<file path="src/sv/spm_pkg.sv">
package spm_pkg;

	// Default sizes of the store and of the kept field widths.
	localparam int DEPTH_DEF       = 16;
	localparam int PRIO_BITS_DEF   = 8;
	localparam int HANDLE_BITS_DEF = 16;

	// Request kinds.
	localparam logic REQ_DELIVER = 1'b0;
	localparam logic REQ_CONSULT = 1'b1;

	// Result status codes.
	typedef enum logic [1:0] {
		ST_DELIVERED = 2'd0,
		ST_RETURNED  = 2'd1,
		ST_EMPTY     = 2'd2,
		ST_FULL      = 2'd3
	} status_t;

	// One request beat.
	typedef struct packed {
		logic        req_type;
		logic [7:0]  priority_req;
		logic [15:0] message_handle;
	} req_t;

	// One result beat.
	typedef struct packed {
		status_t     status;
		logic [15:0] out_handle;
		logic [7:0]  out_priority;
	} rsp_t;

	// Shift commands broadcast to every cell of the chain.
	typedef struct packed {
		logic ins;
		logic rem;
	} cell_ctl_t;

endpackage

</file>
<file path="src/sv/stable_priority_mailbox.sv">
// Bounded priority mailbox built as a sorted chain of DEPTH cells. A deliver request
// places its handle behind every stored entry of greater or equal priority; a consult
// request removes the head (highest priority, oldest among equals) or reports empty.
// A deliver into a full mailbox is dropped with status full. Every request accepted
// (start high while busy low) gives exactly one result beat, marked by done in the next
// cycle; busy never rises, so a new request may be issued in every cycle. The chain needs
// no search for this: all cells compare against the new priority in parallel and shift
// by one place in the same edge. Results cannot be
// stalled and must be captured in the cycle done is high. Priorities and handles keep
// their low PRIO_BITS and HANDLE_BITS bits; returned fields are zero unless a message
// is returned.
module stable_priority_mailbox #(
	parameter int DEPTH       = spm_pkg::DEPTH_DEF,
	parameter int PRIO_BITS   = spm_pkg::PRIO_BITS_DEF,
	parameter int HANDLE_BITS = spm_pkg::HANDLE_BITS_DEF
) (
	input  logic          clk,
	input  logic          arst_n,
	input  logic          start,
	output logic          busy,
	input  spm_pkg::req_t req,
	output logic          done,
	output spm_pkg::rsp_t rsp
);
	import spm_pkg::*;

	logic                   accept;
	logic                   full;
	logic                   empty;
	logic [PRIO_BITS-1:0]   new_prio;
	logic [HANDLE_BITS-1:0] new_handle;
	cell_ctl_t              ctl;
	rsp_t                   rsp_d;
	rsp_t                   rsp_q;
	logic                   done_q;

	logic                   cond_w   [DEPTH];
	logic                   occ_w    [DEPTH];
	logic [PRIO_BITS-1:0]   prio_w   [DEPTH];
	logic [HANDLE_BITS-1:0] handle_w [DEPTH];

	assign busy       = 1'b0;
	assign accept     = start && !busy;
	assign new_prio   = PRIO_BITS'(req.priority_req);
	assign new_handle = HANDLE_BITS'(req.message_handle);
	assign full       = occ_w[DEPTH-1];
	assign empty      = !occ_w[0];

	// Shift commands for the chain.
	always_comb begin
		ctl.ins = accept && (req.req_type == REQ_DELIVER) && !full;
		ctl.rem = accept && (req.req_type == REQ_CONSULT) && !empty;
	end

	// The chain of cells; cell 0 is the head.
	for (genvar i = 0; i < DEPTH; i++) begin : g_cell
		logic                   p_cond;
		logic                   p_occ;
		logic [PRIO_BITS-1:0]   p_prio;
		logic [HANDLE_BITS-1:0] p_handle;
		logic                   n_occ;
		logic [PRIO_BITS-1:0]   n_prio;
		logic [HANDLE_BITS-1:0] n_handle;

		if (i == 0) begin : g_head
			assign p_cond   = 1'b0;
			assign p_occ    = 1'b1;
			assign p_prio   = new_prio;
			assign p_handle = new_handle;
		end else begin : g_mid
			assign p_cond   = cond_w[i-1];
			assign p_occ    = occ_w[i-1];
			assign p_prio   = prio_w[i-1];
			assign p_handle = handle_w[i-1];
		end

		if (i == DEPTH - 1) begin : g_tail
			assign n_occ    = 1'b0;
			assign n_prio   = prio_w[i];
			assign n_handle = handle_w[i];
		end else begin : g_body
			assign n_occ    = occ_w[i+1];
			assign n_prio   = prio_w[i+1];
			assign n_handle = handle_w[i+1];
		end

		spm_cell #(
			.PRIO_BITS   (PRIO_BITS),
			.HANDLE_BITS (HANDLE_BITS)
		) u_cell (
			.clk         (clk),
			.arst_n      (arst_n),
			.ctl         (ctl),
			.new_prio    (new_prio),
			.new_handle  (new_handle),
			.prev_cond   (p_cond),
			.prev_occ    (p_occ),
			.prev_prio   (p_prio),
			.prev_handle (p_handle),
			.next_occ    (n_occ),
			.next_prio   (n_prio),
			.next_handle (n_handle),
			.cond        (cond_w[i]),
			.occ         (occ_w[i]),
			.prio        (prio_w[i]),
			.handle      (handle_w[i])
		);
	end

	// Result of the request being accepted, taken from the head and tail cells.
	always_comb begin
		rsp_d.status       = ST_DELIVERED;
		rsp_d.out_handle   = '0;
		rsp_d.out_priority = '0;
		if (req.req_type == REQ_DELIVER) begin
			rsp_d.status = full ? ST_FULL : ST_DELIVERED;
		end else if (empty) begin
			rsp_d.status = ST_EMPTY;
		end else begin
			rsp_d.status       = ST_RETURNED;
			rsp_d.out_handle   = 16'(handle_w[0]);
			rsp_d.out_priority = 8'(prio_w[0]);
		end
	end

	// Result strobe.
	always_ff @(posedge clk or negedge arst_n) begin
		if (!arst_n) begin
			done_q <= 1'b0;
		end else begin
			done_q <= accept;
		end
	end

	// Result payload.
	always_ff @(posedge clk) begin
		if (accept) begin
			rsp_q <= rsp_d;
		end
	end

	assign done = done_q;
	assign rsp  = rsp_q;

endmodule

</file>
<file path="src/sv/spm_cell.sv">
module spm_cell #(
	parameter int PRIO_BITS   = spm_pkg::PRIO_BITS_DEF,
	parameter int HANDLE_BITS = spm_pkg::HANDLE_BITS_DEF
) (
	input  logic                   clk,
	input  logic                   arst_n,
	input  spm_pkg::cell_ctl_t     ctl,
	input  logic [PRIO_BITS-1:0]   new_prio,
	input  logic [HANDLE_BITS-1:0] new_handle,
	input  logic                   prev_cond,
	input  logic                   prev_occ,
	input  logic [PRIO_BITS-1:0]   prev_prio,
	input  logic [HANDLE_BITS-1:0] prev_handle,
	input  logic                   next_occ,
	input  logic [PRIO_BITS-1:0]   next_prio,
	input  logic [HANDLE_BITS-1:0] next_handle,
	output logic                   cond,
	output logic                   occ,
	output logic [PRIO_BITS-1:0]   prio,
	output logic [HANDLE_BITS-1:0] handle
);
	import spm_pkg::*;

	logic                   occ_q;
	logic [PRIO_BITS-1:0]   prio_q;
	logic [HANDLE_BITS-1:0] handle_q;

	// The new entry belongs at or behind this cell when the cell is free or holds a
	// strictly lower priority. Because the chain is sorted this flag is monotonic.
	assign cond = !occ_q || (prio_q < new_prio);

	// Occupancy forms a thermometer code of the entry count.
	always_ff @(posedge clk or negedge arst_n) begin
		if (!arst_n) begin
			occ_q <= 1'b0;
		end else if (ctl.ins) begin
			occ_q <= prev_occ;
		end else if (ctl.rem) begin
			occ_q <= next_occ;
		end
	end

	// Insert: the first cell with the flag set takes the new entry, the cells after it
	// take their upstream neighbor. Remove: every cell takes its downstream neighbor.
	always_ff @(posedge clk) begin
		if (ctl.ins) begin
			if (prev_cond) begin
				prio_q   <= prev_prio;
				handle_q <= prev_handle;
			end else if (cond) begin
				prio_q   <= new_prio;
				handle_q <= new_handle;
			end
		end else if (ctl.rem) begin
			prio_q   <= next_prio;
			handle_q <= next_handle;
		end
	end

	assign occ    = occ_q;
	assign prio   = prio_q;
	assign handle = handle_q;

endmodule

</file>
<file path="config.mk">
export PLATFORM = sky130hd
export DESIGN_NAME = stable_priority_mailbox
export DESIGN_NICKNAME = d
export VERILOG_FILES = /design/src/sv/spm_pkg.sv /design/src/sv/stable_priority_mailbox.sv /design/src/sv/spm_cell.sv
export SDC_FILE = /design/constraint.sdc
export NUM_CORES = 1
export LEC_CHECK = 0
export BUFFER_PORTS_ARGS = -buffer_cell sky130_fd_sc_hd__buf_4
export CORE_MARGIN = 10
export CORE_UTILIZATION = 30
export CTS_CLUSTER_DIAMETER = 120
export DETAILED_ROUTE_END_ITERATION = 8
export PLACE_DENSITY = 0.43
export SYNTH_ARGS = -nofsm -noshare
export SYNTH_HDL_FRONTEND = slang
export SYNTH_SLANG_ARGS = --single-unit
</file>
<file path="constraint.sdc">
create_clock -name clk -period 6.2 [get_ports clk]
set_input_delay 0 -clock clk [delete_from_list [all_inputs] [get_ports clk]]
set_output_delay 0 -clock clk [all_outputs]
set_load 0.1 [all_outputs]
</file>
==> results of run 1 <==
## placed cells by master (no fill, tap or decap), drive strengths merged, types with 3 or more instances in the layout
master / count
a22o: 8
nand4: 3
a22oi: 9
and3: 26
mux2: 24
edfxtp: 410
nand3: 223
o21a: 6
a21o: 3
clkinv: 24
a32o: 3
o211ai: 264
nor3: 5
nand2: 394
dfrtp: 17
ha: 105
nand2b: 5
nor3b: 9
nor2: 80
or2: 5
a21oi: 90
a32oi: 5
mux2i: 96
clkbuf: 66
a31oi: 12
o22ai: 7
buf: 98
o21ai: 94
inv: 23
dlygate4sd3: 26
## power by group through the flow
stage | logic (uW) | registers (uW) | clock network [uW]
floorplan | 2260 | 4640 | 0
global route | 3810 | 4720 | 2980
global placement | 3390 | 4690 | 0
finish | 3430 | 4650 | 2790
detailed placement | 3450 | 4690 | 0
CTS | 3480 | 4640 | 2870
## logic make-up after synthesis
group	Yosys count	synth area share (%)
other	1	0.0163
multiplexers	120	5.36
buffers and inverters	203	4.03
AND/OR/NAND/NOR	757	14.3
flip-flops	427	55.5
adder cells (fa/ha/maj)	105	5.72
AO/OA/AOI/OAI	513	15.1
## per-layer routing
metal / vias to the layer above / GRT usage [%] / share of wire, %
li1: 8045 / - / -
met1: 8670 / 24.2 / 47
met2: 542 / 26.3 / 45
met3: 93 / 2.46 / 5.6
met4: 0 / 4.58 / 2.4
met5: - / 0 / 0
## sequential cells by signal, indices dropped and copies added, names as in the netlist
| signal | count |
|---|---|
| g_cell.u_cell.handle | 256 |
| rsp | 26 |
| g_cell.u_cell.prio | 128 |
| done | 1 |
| g_cell.u_cell.occ | 16 |
## final cells by class
cell class | instances | area share [%]
sequential | 427 | 48.5
multi-input combinational | 1496 | 36.7
clock buffer | 66 | 5.16
tap | 1030 | 4.91
timing repair buffer | 124 | 3.89
clock inverter | 27 | 0.534
inverter | 20 | 0.314
## synth_stat cells, types with 26 or more instances
cell | n | share of area [%]
a21oi_1 | 90 | 2.0
clkbuf_1 | 104 | 1.7
nor2_1 | 79 | 1.3
edfxtp_1 | 410 | 54
nand2_1 | 394 | 6.4
ha_1 | 105 | 5.7
o211ai_1 | 264 | 8.6
mux2i_1 | 96 | 4.2
nand3_1 | 223 | 4.9
and3_1 | 26 | 0.71
o21ai_0 | 42 | 0.92
o21ai_1 | 52 | 1.1
buf_2 | 44 | 0.96
## stage by stage
| step | hold WS (ps) | util, % | cells | instance area [um^2] |
|---|---|---|---|---|
| after floorplan | -296 | - | 2126 | 23000 |
| after global placement | -117 | 32.3 | 3071 | 24500 |
| after detailed placement | -112 | 32.3 | 3071 | 24500 |
| after CTS | 18.8 | 34.6 | 3190 | 26300 |
| after global routing | 41.1 | 34.6 | 3190 | 26300 |
| final | 32.8 | 34.6 | 3190 | 26300 |
## final timing paths
kind	start	end	depth (start not counted)
worst max-delay path	g_cell[15].u_cell.occ	g_cell[6].u_cell.handle[12]	6
worst min-delay path	start	done	2
worst max register to register	g_cell[15].u_cell.occ	g_cell[6].u_cell.handle[12]	6
worst min register to register	g_cell[8].u_cell.handle[9]	g_cell[7].u_cell.handle[9]	2
max in group asynchronous	arst_n	g_cell[5].u_cell.occ	3
min in group asynchronous	arst_n	g_cell[0].u_cell.occ	3
==> impl_metrics.sql, run 1 <==
INSERT INTO impl_metrics (metric_group, metric, value, unit) VALUES
('critical_path', 'cp.required', '6630', 'ps'),
('floorplanning', 'fp-row-count', '101', ''),
('sta', 'setup_tns', '0', 'ps'),
('clock_tree', 'cts.reportedPaths.clkPinSlew', '60', 'ps'),
('global_routing', 'grt_overflow', '0', ''),
('clock_tree', 'clock_tree.buffer_depth', '3', ''),
('logic_synthesis', 'yosys_register_bits', '427', ''),
('route', 'total_drc_errors_in_the_routed_layout', '0', ''),
('floorplanning', 'start_util', '30.2', '%'),
('sta', 'clock_skew', '15.5', 'ps'),
('critical_path', 'critical_path.cell_chain', 'nor2_4 > nand2_4 > inv_8 > buf_4 > nand2_1 > o211ai_1', ''),
('route', 'first_pass_iters', '5', ''),
('sta', 'setup_viol', '0', ''),
('clock_tree', 'cts_buffers', '51', ''),
('status', 'outcome', 'completed', ''),
('sta', 'layout_worst_path_cycle_share', '57.3', '%'),
('route', 'finalWirelength', '75.2', 'mm'),
('final_layout', 'drive_above_1_share', '9.58', '%'),
('final_layout', 'register_area', '0.0127', 'mm^2'),
('logic_synthesis', 'yosys.cell_types.count', '50', ''),
('global_routing', 'groute.usage.overall', '16.9', '%'),
('floorplanning', 'i_o_pin_count', '56', ''),
('hold_path', 'hp-class', 'input pin to flip-flop', ''),
('route', 'viasPerCell', '5.44', ''),
('global_routing', 'grt_antenna_before_repair', '1', ''),
('power', 'vdd_drop_max', '0.221', 'mV'),
('sta', 'max_freq', '281', 'MHz'),
('logic_synthesis', 'synth-seq-area-share', '55.5', '%'),
('floorplanning', 'die_h', '297', 'um'),
('critical_path', 'worst_ep_arrival_time', '3990', 'ps'),
('clock_tree', 'htreeDepth', '2', ''),
('floorplanning', 'floorplan.die_area', '0.0880', 'mm^2'),
('critical_path', 'critical_path_class', 'flip-flop to flip-flop', ''),
('clock_tree', 'cts_resized', '0', ''),
('sta', 'post_route_minimum_period', '3550', 'ps'),
('final_layout', 'total_area_of_multi_input_combinational_cells', '0.00964', 'mm^2'),
('critical_path', 'crit_slowest_cell', 'inv_8', ''),
('route', 'detailedRoute.firstIterationViolations', '1534', ''),
('power', 'power', '10900', 'uW'),
('global_routing', 'grt_max_degree', '164', ''),
('logic_synthesis', 'synth_ff_type', 'edfxtp_1', ''),
('logic_synthesis', 'synth.yosys.warnings', '0', ''),
('global_routing', 'first_global_vias', '17277', ''),
('final_layout', 'fin_nets', '2253', ''),
('sta', 'tightest_slew', '1210', 'ps'),
('place', 'gp_congestion', '0.805', ''),
('logic_synthesis', 'syn_nets', '2259', ''),
('clock_tree', 'clock-root-buffer', 'clkbuf_16', ''),
('critical_path', 'worst_r2r_setup_slack', '2650', 'ps'),
('critical_path', 'cpLargestDelayFamily', 'buffers and inverters', ''),
('power', 'total_switching_power', '4120', 'uW'),
('power', 'clock_power_share', '25.7', '%'),
('power', 'power-per-cell-area', '414', 'mW/mm^2'),
('power', 'sequentialPowerShare', '42.7', '%'),
('clock_tree', 'cts_post_setup_buffers_inserted', '0', ''),
('critical_path', 'crit_path_end_kind', 'flip-flop', ''),
('clock_tree', 'clock_sink_count', '427', ''),
('place', 'place_hpwl', '49.3', 'mm'),
('logic_synthesis', 'cell_area_after_synthesis', '0.0230', 'mm^2'),
('sta', 'rsz0062_at_grt', 'no', ''),
('route', 'avgRoutedWirePerCell', '23.6', 'um'),
('critical_path', 'path_max_fanout', '163', ''),
('clock_tree', 'clkLatencyLatePin', '600', 'ps'),
('clock_tree', 'holdBufCountCts', '26', ''),
('critical_path', 'cp-start-kind', 'flip-flop', ''),
('run', 'cap_violations', '0', ''),
('place', 'port_buffers', '54', ''),
('critical_path', 'timing.critical_path.buf_inv', '2', ''),
('sta', 'finalHoldViolCount', '0', ''),
('global_routing', 'grt_pass1_wl', '114', 'mm'),
('floorplanning', 'die_w', '297', 'um');
Power figures use the tool's default switching activity.
==> inputs of run 2 (changes only) <==
==> constraint.sdc (replaced) <==
create_clock -name clk -period 3.5 [get_ports clk]
set_input_delay 0 -clock clk [delete_from_list [all_inputs] [get_ports clk]]
set_output_delay 0 -clock clk [all_outputs]
set_load 0.1 [all_outputs]
==> impl_metrics.sql, run 2 (synthesis gave the netlist of run 1 again) <==
INSERT INTO impl_metrics (metric_group, metric, value, unit) VALUES
('power', 'power', '19500', 'uW'),
('critical_path', 'worstRegToRegCells', '7', ''),
('route', 'avgRoutedWirePerCell', '23.2', 'um'),
('power', 'power-per-cell-area', '731', 'mW/mm^2'),
('clock_tree', 'cts_resized', '0', ''),
('final_layout', 'post-route-cell-area', '0.0266', 'mm^2'),
('run', 'cap_violations', '0', ''),
('clock_tree', 'holdBufCountCts', '27', ''),
('route', 'number_of_routed_nets_with_antenna_violations', '0', ''),
('final_layout', 'fin_nets', '2275', ''),
('final_layout', 'n_antenna_cell', '0', ''),
('critical_path', 'cpLargestDelayFamily', 'buffers and inverters', ''),
('critical_path', 'crit_slowest_cell', 'inv_1', ''),
('place', 'gp_congestion', '0.822', ''),
('clock_tree', 'clock_tree.buffer_depth', '3', ''),
('place', 'place_hpwl', '50.1', 'mm'),
('clock_tree', 'cts_tree', 'done', ''),
('clock_tree', 'clock_sink_count', '427', ''),
('place', 'port_buffers', '54', ''),
('sta', 'finalMaxSlewViolations', '0', ''),
('global_routing', 'groute.usage.overall', '16.8', '%'),
('critical_path', 'worst_r2r_setup_slack', '650', 'ps'),
('floorplanning', 'fp-row-count', '101', ''),
('power', 'total_switching_power', '7280', 'uW'),
('clock_tree', 'htreeDepth', '2', ''),
('critical_path', 'critPathMaxStageDelay', '680', 'ps'),
('clock_tree', 'clkLatencyLatePin', '620', 'ps'),
('sta', 'rsz0062_at_grt', 'no', ''),
('critical_path', 'critical_path_class', 'input pin to flip-flop', ''),
('critical_path', 'r2r_start', 'g_cell[13].u_cell.prio[7]', ''),
('power', 'clock_power_share', '25.8', '%'),
('critical_path', 'crit_path_end_kind', 'flip-flop', ''),
('hold_path', 'holdCritStartpoint', 'start', ''),
('critical_path', 'path_common_cell', 'buf_4', ''),
('route', 'total_drc_errors_in_the_routed_layout', '0', ''),
('power', 'internal-power', '12200', 'uW'),
('sta', 'setup_viol', '0', ''),
('critical_path', 'cp-start-kind', 'input pin', ''),
('clock_tree', 'cts.reportedPaths.clkPinSlew', '60', 'ps'),
('hold_path', 'hold_end', 'done', ''),
('global_routing', 'grt_max_degree', '229', ''),
('clock_tree', 'cts_buffers', '51', ''),
('global_routing', 'first_global_vias', '16798', ''),
('sta', 'setup_tns', '0', 'ps'),
('route', 'num_vias', '17317', ''),
('final_layout', 'drive_above_1_share', '10.5', '%'),
('final_layout', 'fill_cells', '7618', ''),
('hold_path', 'whs_path_depth', '2', ''),
('global_routing', 'grt_overflow', '0', ''),
('critical_path', 'crit-reg2reg-capture', 'g_cell[14].u_cell.handle[6]', ''),
('global_routing', 'grt_pass1_wl', '113', 'mm'),
('critical_path', 'worst_ep_arrival_time', '3360', 'ps'),
('sta', 'post_route_minimum_period', '3010', 'ps'),
('final_layout', 'layout-area-overhead-vs-synth', '15.9', '%'),
('power', 'switching_fraction_of_total_power', '37.4', '%'),
('route', 'finalWirelength', '74.6', 'mm'),
('sta', 'clock_skew', '16.8', 'ps'),
('power', 'p_comb_share', '31.7', '%'),
('power', 'vdd_drop_max', '0.378', 'mV'),
('place', 'post_dp_cell_area', '0.0248', 'mm^2'),
('critical_path', 'crit_start', 'req[17]', ''),
('hold_path', 'hp-class', 'input pin to flip-flop', ''),
('floorplanning', 'floorplan.die_area', '0.0880', 'mm^2'),
('final_layout', 'largest_register_ff_count', '256', ''),
('power', 'sequentialPowerShare', '42.5', '%'),
('route', 'detailedRoute.firstIterationViolations', '1680', ''),
('sta', 'max_freq', '333', 'MHz'),
('floorplanning', 'die_h', '297', 'um'),
('power', 'p_leak', '0.00946', 'uW'),
('critical_path', 'timing.critical_path.buf_inv', '4', ''),
('sta', 'layout_worst_path_cycle_share', '85.9', '%'),
('critical_path', 'cp.required', '3850', 'ps'),
('critical_path', 'critical_path.cell_chain', 'dlygate4sd3_1 > buf_4 > inv_1 > ha_1 > o21ai_0 > o21a_1 > o22ai_4 > buf_4 > mux2i_1 > a21oi_1', ''),
('sta', 'timing.max_slew.rel_slack', '20.9', '%'),
('status', 'outcome', 'completed', ''),
('floorplanning', 'start_util', '30.2', '%'),
('final_layout', 'mostFrequentLayoutCell', 'edfxtp_1', ''),
('final_layout', 'commonest_non_fill_non_tap_cells_in_the_layout', 'edfxtp_1, nand2_1, o211ai_1, nand3_1, ha_1', ''),
('critical_path', 'path_max_fanout', '17', ''),
('sta', 'finalHoldViolCount', '0', ''),
('sta', 'tightest_slew', '1190', 'ps'),
('floorplanning', 'design.core.area', '0.0759', 'mm^2'),
('floorplanning', 'die_w', '297', 'um'),
('clock_tree', 'clock-root-buffer', 'clkbuf_16', ''),
('route', 'viasPerCell', '5.39', ''),
('global_routing', 'grt_antenna_before_repair', '0', ''),
('route', 'first_pass_iters', '5', ''),
('final_layout', 'util_after_layout', '35.1', '%'),
('clock_tree', 'cts_post_setup_buffers_inserted', '0', ''),
('floorplanning', 'i_o_pin_count', '56', '');
-- run 2: cell types whose count changed in the layout (fill, tap and decap cells not counted), sizes merged --
cell	before	now
clkinv	24	23
buf	98	119
dlygate4sd3	26	27
bufinv	0	1
clkbuf	66	67
inv	23	21
-- run 2: metrics by stage --
stage	worst slack (ps)	instances	hold slack, ps
detailed placement	431	3092	-115
CTS	525	3211	7.42
global route	351	3211	21.5
global placement	457	3092	-121
finish	494	3211	31.9
floorplan	68.2	2126	-296
-- run 2: worst max-delay path by stage --
stage | end | slack (ps) | cells past startpoint
global placement | g_cell[14].u_cell.handle[5] | 460 | 9
CTS | g_cell[14].u_cell.handle[6] | 530 | 10
floorplan | g_cell[14].u_cell.handle[0] | 70 | 7
finish | g_cell[14].u_cell.handle[6] | 490 | 10
global route | g_cell[14].u_cell.handle[6] | 350 | 10
detailed placement | g_cell[14].u_cell.handle[6] | 430 | 9
-- run 2: cell type report --
cell class	instances	area (um^2)	area share, %
Multi-Input combinational cell	1496	9630	36.2
Inverter	20	82.6	0.310
Sequential cell	427	12700	47.8
Clock buffer	67	1360	5.10
Clock inverter	25	175	0.658
Timing Repair Buffer	146	1350	5.08
Tap cell	1030	1290	4.84
-- run 2: worst register-to-register path, stage by stage, from the launching register on --
cell,delay (ps)
edfxtp_1,440
ha_1,360
and3_1,240
o2111ai_1,190
o22ai_4,520
buf_4,460
mux2i_1,300
a21oi_1,90
-- run 2: power by group through the flow --
stage | clock network [uW] | registers [uW] | logic [uW]
global placement | 0 | 8360 | 6100
detailed placement | 0 | 8360 | 6200
global route | 5360 | 8390 | 6850
finish | 5030 | 8270 | 6170
floorplan | 0 | 8210 | 4010
CTS | 5180 | 8270 | 6240
-- run 2: layer usage --
metal  vias to the layer above  track usage (%)  wire [um]
met5                         -                0          0
met4                         0             4.04       1410
met3                        80             2.19       4030
met2                       529             25.5      33000
met1                      8628             24.8      36100
li1                       8080                -          -
